<file path="config.mk">
export PLATFORM = sky130hd
export DESIGN_NAME = mpcm_front
export DESIGN_NICKNAME = d
export VERILOG_FILES = /design/src/rtl/core/mpcm_pkg.sv /design/src/rtl/core/mpcm_front.sv
export SDC_FILE = /design/constraint.sdc
export NUM_CORES = 1
export LEC_CHECK = 0
export BUFFER_PORTS_ARGS = -buffer_cell sky130_fd_sc_hd__buf_4
export CAP_MARGIN = 5
export CORE_ASPECT_RATIO = 1.25
export CORE_MARGIN = 3
export CORE_UTILIZATION = 55
export CTS_CLUSTER_DIAMETER = 100
export CTS_CLUSTER_SIZE = 10
export DETAILED_ROUTE_END_ITERATION = 7
export GPL_TIMING_DRIVEN = 1
export HOLD_SLACK_MARGIN = 0.12
export PLACE_DENSITY = 0.83
export SLEW_MARGIN = 20
export SYNTH_ARGS = -nofsm -noshare
export SYNTH_HDL_FRONTEND = slang
export SYNTH_SLANG_ARGS = --single-unit
</file>
<file path="constraint.sdc">
create_clock -name clk -period 11.6 [get_ports clk]
set_input_delay 0.58 -clock clk [delete_from_list [all_inputs] [get_ports clk]]
set_output_delay 0.58 -clock clk [all_outputs]
set_load 0.05 [all_outputs]
</file>
<file path="src/rtl/core/mpcm_pkg.sv">
package mpcm_pkg;

    localparam int CHANNELS_DEF     = 4;
    localparam int SAMPLE_DEPTH_DEF = 65536;
    localparam int QUEUE_DEPTH      = 2;

    localparam logic [2:0] CMD_TICK      = 3'd0;
    localparam logic [2:0] CMD_PLAY      = 3'd1;
    localparam logic [2:0] CMD_STOP      = 3'd2;
    localparam logic [2:0] CMD_STOP_ALL  = 3'd3;
    localparam logic [2:0] CMD_WRITE     = 3'd4;

    localparam logic CFG_VOLUME = 1'b0;
    localparam logic CFG_MUTE   = 1'b1;

    localparam logic [7:0] SAMPLE_MID = 8'h80;

    typedef struct packed {
        logic [2:0]        command;
        logic [7:0]        sound_id;
        logic [15:0]       start_address;
        logic [15:0]       sound_length;
        logic signed [7:0] loop_count;
        logic [15:0]       write_address;
        logic [7:0]        write_data;
    } in_item_t;

    typedef struct packed {
        logic [7:0] mixed_sample;
        logic [3:0] active_channels;
    } out_item_t;

endpackage

</file>
<file path="src/rtl/core/mpcm_front.sv">
module mpcm_front
(
    input  logic               clk,
    input  logic               rst_n,
    input  logic               in_valid,
    output logic               in_stall,
    input  mpcm_pkg::in_item_t in_item,
    output logic               q_valid,
    input  logic               q_take,
    output mpcm_pkg::in_item_t q_item
);

    // Short queue; commands that do nothing are dropped here.
    mpcm_pkg::in_item_t        mem_reg [mpcm_pkg::QUEUE_DEPTH];
    logic                      wr_reg, wr_next, rd_reg, rd_next;
    logic [1:0]                cnt_reg, cnt_next;
    logic                      push, pop, useful;

    assign useful = (in_item.command == mpcm_pkg::CMD_TICK) ||
                    (in_item.command == mpcm_pkg::CMD_PLAY && in_item.sound_length != 16'd0) ||
                    (in_item.command == mpcm_pkg::CMD_STOP) ||
                    (in_item.command == mpcm_pkg::CMD_STOP_ALL) ||
                    (in_item.command == mpcm_pkg::CMD_WRITE);
    assign in_stall = (cnt_reg == 2'd2);
    assign push     = in_valid && !in_stall && useful;
    assign q_valid  = (cnt_reg != 2'd0);
    assign pop      = q_valid && q_take;
    assign q_item   = mem_reg[rd_reg];

    always_comb
    begin
        wr_next  = push ? ~wr_reg : wr_reg;
        rd_next  = pop ? ~rd_reg : rd_reg;
        cnt_next = cnt_reg + {1'b0, push} - {1'b0, pop};
    end

    always_ff @(posedge clk)
    begin
        if (push)
        begin
            mem_reg[wr_reg] <= in_item;
        end
    end

    always_ff @(posedge clk or negedge rst_n)
    begin
        if (!rst_n)
        begin
            wr_reg  <= 1'b0;
            rd_reg  <= 1'b0;
            cnt_reg <= 2'd0;
        end
        else
        begin
            wr_reg  <= wr_next;
            rd_reg  <= rd_next;
            cnt_reg <= cnt_next;
        end
    end

    assert property (@(posedge clk) disable iff (!rst_n) cnt_reg <= 2'd2)
        else $error("queue count overflow");
    assert property (@(posedge clk) disable iff (!rst_n) (cnt_reg == 2'd0) |-> !pop)
        else $error("pop from empty queue");
    assert property (@(posedge clk) disable iff (!rst_n)
        (push && !pop) |=> (cnt_reg == $past(cnt_reg) + 2'd1))
        else $error("queue count not advanced");

endmodule

</file>
==> summary.md, run 1 <==
For the number of max-cap violations, the log shows 0. The logs give 17 for the number of buffers created by CTS and 10.40 mm for the total detailed-routing wirelength. The die extent in y is 119.6 um, and the hold violation count in the final report is 0.

Counting flops with an async set or reset pin after synthesis yields a share of 2.597%. Cell internal power was estimated by the tool at 1.369 mW. The highest net fanout along the worst path was 76; the number of design-rule violations left by the first detailed-router iteration was 144. edfxtp_1 is the most common cell in the netlist.

The tools report the number of antenna violations at the first check in global routing as 0. The final layout contains 511 nets. Net switching is 36.53% of the power.

The worst path in the final design needs a cycle of 2.756 ns, including I/O delays and setup. The signal on the critical path passes through mux2_2 -> buf_4. After synthesis, the mean cell area works out to 21.75 um2. Measured against its own limit, the worst slew margin works out to 31.97%.

Summing the areas of all compound-gate instances in the mapped netlist gives 0.4629% of the synthesized area. The floorplan has 40 rows. The maximum root-to-sink buffer count was 2. The worst setup path is captured at a primary output.

For this run, the number of Yosys warnings is 0. The number of buffer cells added on primary ports was 155; the largest net degree at the start of global routing was 77. For the post-synthesis cell area, the log shows 5677 um2. The fraction of power consumed by the clock network is 26.9%, and the basic-gate share of the synthesized area counting and, or, nand and nor cells is 1.653%. Based on the critical path, the design can be clocked at up to 362.9 MHz. Global routing finished with a remaining overflow of 0.

The path category of the worst min-delay check was primary input to flop. Measured against the total synthesized area, the mux share comes to 14.88%. The total DRC errors in the routed layout is 0. Across every metal layer, demand over resource in global routing totals 18.81%. The analysis attributes to cell leakage a power of 2.840 nW.

The clock-pin slew of the registers on the worst-case setup and hold paths was 0.06 ns; the fill cell instance count of the final layout was 553. Sorting the synthesized cells by how often they occur yields 150 x edfxtp_1, 75 x mux2_2, 8 x buf_2, 4 x dfrtp_1, 4 x nor2_1. The area share of the leading cell type in the synthesized netlist was 79.35%. The run gives 261 as the post-synthesis instance total. The leading register cell type out of synthesis is edfxtp_1.

Count of flip-flops with a built-in enable after synthesis: 150. By area, the combinational part of the netlist is dominated by multiplexers. For the reg-to-reg setup timing slack, the log shows 8.97 ns. The setup TNS after final layout came out at 0 ns. The post-synthesis to final-layout area growth is 34.47%, and the count of placed standard cells in the final layout, fillers left out is 569.

The share of total power dissipated in combinational logic is 36.7%. Routability-driven placement finished with a final weighted congestion of 0.7508. Pin placement for this block handled 156 I/O pins. On the critical path, the stage with the largest delay is an instance of dfrtp_4. Once the floorplan was initialized, standard cells occupied 57.58% of the core. The average vias per placed instance is 5.179. The final max-slew violation count came out at 0. The analysis attributes to net switching a power of 788.1 uW. Data on the critical path arrives at its endpoint at 2.18 ns. The final setup violation count was 0; the antenna violation net count after detailed routing was 0. The number of inserted diodes is 0. For the required arrival time at the worst endpoint, the log shows 11.02 ns.

The core region is 9859 um2. The fraction of the mapped netlist area in adder cells came out at 0.4408%. The worst-case IR drop observed on VDD is 0.1708 mV.

In this design, the stage delay of the slowest critical-path cell is 1.09 ns. Grouping stages by cell kind, the critical path spends the most delay in flip-flops. The total power divided by cell area works out to 282.6 nW/um2. Of all cell types, the one taking the most synthesized area is edfxtp_1. The die is 96.87 um wide. Of the total power, registers draw 36.4%. The mean routed wirelength per cell is 18.28 um. Gates resized during post-CTS repair numbered 0.

In the final layout, flip-flops and latches occupy 4608 um2. Setup repair after global routing left no endpoint under its margin. For this run, the detailed router's first-pass iteration total came to 4. STA classifies the critical path startpoint as a flop. Counting flops and latches in the post-synthesis netlist gives 154. Placed cell count: 536. The number of H-tree branching levels came out at 4. The final period utilization was 23.76%. In the final layout, the multi-input gates occupy 1040 um2.

The transition time at the pin with the least slew margin was 1.020 ns. TritonCTS built the clock tree. Summing the areas of all xor and xnor instances in the mapped netlist gives 0.6171% of the synthesized area.

The total setup buffers inserted after CTS came out at 0. The floorplan step defined a die boundary enclosing 11580 um2. Sequential cells were found to cover 81.11% of the synthesized design area. The worst setup skew after layout came out at 0.007319 ns.

The cell sitting at the root of the clock tree is a clkbuf_16. By area the synthesized netlist is led by edfxtp_1 79%, mux2_2 15%, dfrtp_1 1.8%. The run finished with clean final reports.

The worst-skew pair later-pin latency was 0.40 ns. Summed over all nets, the half-perimeter wirelength after detailed placement is 7.012 mm. The worst setup path is of the flop to primary output kind.

The logs give 3102 for the number of global-route vias before repair and 154 for the sink count of the clock tree. Buffers plus inverters on the worst setup path: 1. The number of different library cells used by synthesis comes to 19. The tools report the wire length of the first global-routing pass as 16.30 mm.

Number of vias in the routed layout: 2947. Cells with a size suffix above 1 make up 60.50% of the layout. The register with the most flip-flops in the layout has 150 of them.

The number of nets in the synthesized netlist is 342.
-- cells in the final DEF (no fill, tap or decap), drive strengths merged --
cell,Yosys,layout
o31ai,1,1
clkinv,0,4
clkbuf,0,19
dfrtp,4,4
mux2,75,75
xnor2,3,3
nor2b,1,1
nand3,1,1
edfxtp,150,150
o21ai,1,1
nor3,1,1
nor4,3,3
bufinv,0,5
nand2,1,1
xor2,1,1
and2,1,1
dlygate4sd3,0,1
and3b,1,1
clkinvlp,0,3
buf,8,157
or2,1,1
inv,2,3
ha,2,2
nor2,4,4
-- logic make-up (layout without fill, tap and decap cells) --
| logic type | after synthesis | count (layout) |
|---|---|---|
| mux | 75 | 75 |
| flops | 154 | 154 |
| simple gates | 14 | 14 |
| compound gates | 2 | 2 |
| xor+xnor | 4 | 4 |
| fa+ha+maj | 2 | 2 |
| buf+inv | 10 | 192 |
-- power groups by stage --
stage | combinational, mW | clock (mW) | sequential, mW
floorplan | 0.615 | 0 | 0.748
global placement | 0.794 | 0 | 0.792
detailed placement | 0.798 | 0 | 0.799
CTS | 0.801 | 0.588 | 0.788
global route | 0.824 | 0.617 | 0.798
finish | 0.792 | 0.580 | 0.785
-- path summary, 6_finish.rpt --
| path | from | to | cells past startpoint |
|---|---|---|---|
| setup / recovery | rd_reg$_DFFE_PN0P_ | q_item[55] | 2 |
| hold / removal | in_item[28] | mem_reg[1][28]$_DFFE_PP_ | 1 |
| setup reg to reg | cnt_reg[1]$_DFF_PN0_ | mem_reg[0][32]$_DFFE_PP_ | 5 |
| hold reg to reg | cnt_reg[1]$_DFF_PN0_ | cnt_reg[1]$_DFF_PN0_ | 1 |
| max in group asynchronous | rst_n | rd_reg$_DFFE_PN0P_ | 2 |
| min in group asynchronous | rst_n | cnt_reg[1]$_DFF_PN0_ | 2 |
-- stage by stage --
stage | hold WS (ns) | setup slack (ns) | power [mW] | cell area (um2) | utilization [%]
2_1_floorplan | 0.2844 | 6.857 | 1.363 | 5677 | -
3_5_place_dp | 0.3858 | 8.661 | 1.596 | 6992 | 70.91
3_3_place_gp | 0.3840 | 8.712 | 1.586 | 6992 | 70.91
6_report | 0.3513 | 8.844 | 2.157 | 7634 | 77.42
4_1_cts | 0.3367 | 8.808 | 2.178 | 7634 | 77.42
5_1_grt | 0.3297 | 8.732 | 2.238 | 7634 | 77.42
-- final cells by class --
cell class | count | share of cell area [%]
Clock buffer | 19 | 5.671
Clock inverter | 13 | 2.606
Inverter | 2 | 0.09834
Multi-Input combinational cell | 97 | 13.62
Sequential cell | 154 | 60.37
Tap cell | 126 | 2.065
Timing Repair Buffer | 158 | 15.57
-- metal layers --
layer | GRT usage [%] | wire, um | up-vias
li1 | - | - | 1370
met1 | 21.00 | 3845 | 1467
met2 | 33.55 | 5820 | 101
met3 | 6.512 | 606 | 9
met4 | 6.321 | 133 | 0
met5 | 0 | 0 | -
-- repair_timing --
action | 4_1_cts | 5_1_grt
endpoints found under the setup margin | 0 | 0
hold buffers | 1 | 0
endpoints found under the hold margin | 4 | 0
(Power assumes the default switching activity.)
==> run 2: changes to the inputs <==
CORE_UTILIZATION = 52   (was 55)
PLACE_DENSITY = 0.79   (was 0.83)
clock period = 2.6 ns   (was 11.6 ns; I/O delays follow)
==> summary.md, run 2 (synthesized netlist as in run 1, its figures left out) <==
The run finished with clean final reports. The clock-pin slew of the registers on the worst-case setup and hold paths was 0.06 ns (about the same). The tools report the total detailed-routing wirelength as 12.33 mm (+18%).

The run gives 0.41 ns (about the same) as the worst-skew pair later-pin latency. The setup TNS after final layout came out at 0 ns (unchanged). The worst setup skew after layout was 0.007462 ns (+0.0001425 ns); the flip-flop count of the largest register, all copies and words added was 150 (unchanged).

Total setup buffers inserted after CTS: 0 (unchanged). The min-delay analysis places its worst path in the category primary input to flop. For the site row count, the log shows 42 (+5.0%). The number of design-rule violations left by the first detailed-router iteration was 143 (-0.69%); the highest net fanout along the worst path was 4 (-95%). The area of the core is 10620 um2 (+7.7%), and the internal portion of total power is 6.186 mW (+350%). The total routing resource utilization after global routing was 21.07% (+2.3 points).

The library cell used most frequently in the layout, excluding fill and tap cells, is buf_4. Setup repair after global routing left no endpoint under its margin. The switching power is 3.703 mW (+370%).

The required arrival time at the worst endpoint is 2.92 ns (-8.10 ns). The number of placed I/O pins was 156 (unchanged); the transition time at the pin with the least slew margin was 0.4712 ns (-0.5492 ns). Switching portion of total power: 37.45% (+0.91 points). The final HPWL from detailed placement was 7.138 mm (+1.8%). The largest net degree at the start of global routing came out at 41 (-47%). The type of destination of the critical path was a flop. The net count of the finished layout was 592 (+16%). Total power divided by cell area: 1163 nW/um2 (+310%).

The number of buffer cells added on primary ports is 155 (unchanged). For the final RePlAce weighted congestion, the log shows 0.7378 (-1.7%). For the total global routing overflow, the log shows 0 (unchanged). Number of H-tree branching levels: 4 (unchanged). The die area is 12210 um2 (+5.4%), and the floorplan die width is 99.45 um (+2.7%).

For the number of antenna violations at the first check in global routing, the log shows 0 (unchanged). The arrival time at the worst endpoint is 2.49 ns (+0.31 ns), and the leakage power total is 3.203 nW (+13%). The logs give 18.86 mm (+16%) for the wire length of the first global-routing pass and 154 (unchanged) for the sink count of the clock tree. The portion of total power attributed to combinational logic came out at 39.8% (+3.1 points).

The antenna violation net count after detailed routing was 0 (unchanged); the number of global-route vias before repair was 3630 (+17%). For the finished layout, the period the worst path requires is 2.174 ns. The number of iterations in the first detailed-routing pass is 4 (unchanged). The tools report the maximum root-to-sink buffer count as 2 (unchanged).

The critical path is of the primary input to flop type. The mean routed wirelength per cell was 18.79 um (+2.8%). Element type at the critical path start: a primary input. The final period utilization was 83.60%.

The hold slack came out at 0.2446 ns (-0.1066 ns). The relative max-transition margin was 68.51% (+37 points). The final max-slew violation count came out at 0 (unchanged).

The tools report the total DRC errors in the routed layout as 0 (unchanged). The depth of the worst register-to-register path is 5 (unchanged), and the number of buffers created by CTS is 17 (unchanged). The maximum ir drop on the vdd rail is 0.9050 mV (+430%). The fill cell instance count of the final layout was 550 (-0.54%); the die extent in y was 122.8 um (+2.7%).

The achievable clock frequency was 460.0 MHz. The final setup violation count was 0 (unchanged); the count of cells resized by post-cts repair was 0 (unchanged). The run gives 26.5% (-0.4 points) as the fraction of power consumed by the clock network. The number of inserted diodes is 0 (unchanged), and the post-synthesis to final-layout area growth is 49.72%. The library cells used most frequently in the layout, excluding fill and tap cells, are 157 x buf_4, 150 x edfxtp_1, 78 x dlygate4sd3_1, 75 x mux2_2, 17 x clkbuf_16.

The number of cells on the worst hold path is 4 (+3). The number of vias in the routed layout came out at 3291 (+12%). TritonCTS built the clock tree.

The starting density of the core is 53.48% (-4.1 points). Sequential fraction of design power: 33.6% (-2.8 points). The hold violation count in the final report was 0 (unchanged); the ratio of cells with drive above 1 in the final layout was 52.67% (-7.8 points). CTS placed an instance of clkbuf_16 at the clock tree root.

For the number of max-cap violations, the log shows 0 (unchanged). Average vias per placed instance: 5.017 (-3.1%).
==> run 2: changes by cell type in the layout (fill, tap and decap cells not counted), sizes merged <==
cell         change
clkbuf           -2
dlygate4sd3     +77
buf              +4
clkinv           -1
inv              +5
bufinv           -1
clkinvlp         -1
==> run 2: area by class of cell <==
class / instances / area, um2 / area share (%)
Sequential cell: 154 / 4608 / 54.22
Timing Repair Buffer: 239 / 2039 / 24.00
Multi-Input combinational cell: 97 / 1042 / 12.26
Clock buffer: 17 / 425.4 / 5.005
Clock inverter: 15 / 211.5 / 2.488
Tap cell: 132 / 165.2 / 1.943
Inverter: 2 / 7.507 / 0.08833
==> run 2: power by group through the flow <==
stage          logic [mW]  clock network (mW)  registers, mW
2_1_floorplan        2.76                   0           3.30
3_3_place_gp         3.81                   0           3.34
3_5_place_dp         3.84                   0           3.37
4_1_cts              3.95                2.64           3.32
5_1_grt              4.11                2.77           3.36
6_report             3.94                2.62           3.33
==> run 2: timing repair <==
action | CTS | global route
setup endpoints to repair | 0 | 0
hold endpoints to repair | 155 | 0
hold buffers | 78 | 0
==> run 2: path summary, 6_finish.rpt <==
check	to	slack, ns	from
hold / removal	wr_reg$_DFFE_PN0P_	0.24	in_valid
max in group asynchronous	rd_reg$_DFFE_PN0P_	1.77	rst_n
setup reg to reg	mem_reg[1][72]$_DFFE_PP_	0.51	cnt_reg[1]$_DFF_PN0_
hold reg to reg	cnt_reg[1]$_DFF_PN0_	0.54	cnt_reg[1]$_DFF_PN0_
min in group asynchronous	cnt_reg[0]$_DFF_PN0_	0.64	rst_n
setup / recovery	cnt_reg[1]$_DFF_PN0_	0.43	in_item[37]
==> run 2: through the flow <==
step / instance area (um2) / utilization, % / cells / setup WS, ns / power, mW
final: 8499 / 80.07 / 656 / 0.4263 / 9.888
after global routing: 8499 / 80.07 / 656 / 0.2766 / 10.24
after CTS: 8499 / 80.07 / 656 / 0.4405 / 9.920
after detailed placement: 7082 / 66.71 / 546 / 0.5027 / 7.212
after global placement: 7082 / 66.71 / 546 / 0.5739 / 7.154
after floorplan: 5694 / - / 261 / 0.01703 / 6.064
==> run 2: per-layer routing <==
| layer | share of wire (%) | track usage, % | up-vias |
|---|---|---|---|
| met5 | 0 | 0 | - |
| met4 | 2.7 | 10.16 | 0 |
| met3 | 5.2 | 5.912 | 25 |
| met2 | 55 | 37.73 | 121 |
| met1 | 37 | 22.93 | 1615 |
| li1 | - | - | 1530 |
==> run 2: critical path, stage by stage <==
cell and delay (ns):
dlygate4sd3_1 0.55, buf_4 0.15, nor4_2 0.27, nand3_1 0.18, o31ai_4 0.39, ha_1 0.31, inv_1 0.06, ha_1 0.15
xnor2_1 0.14, xnor2_1 0.16
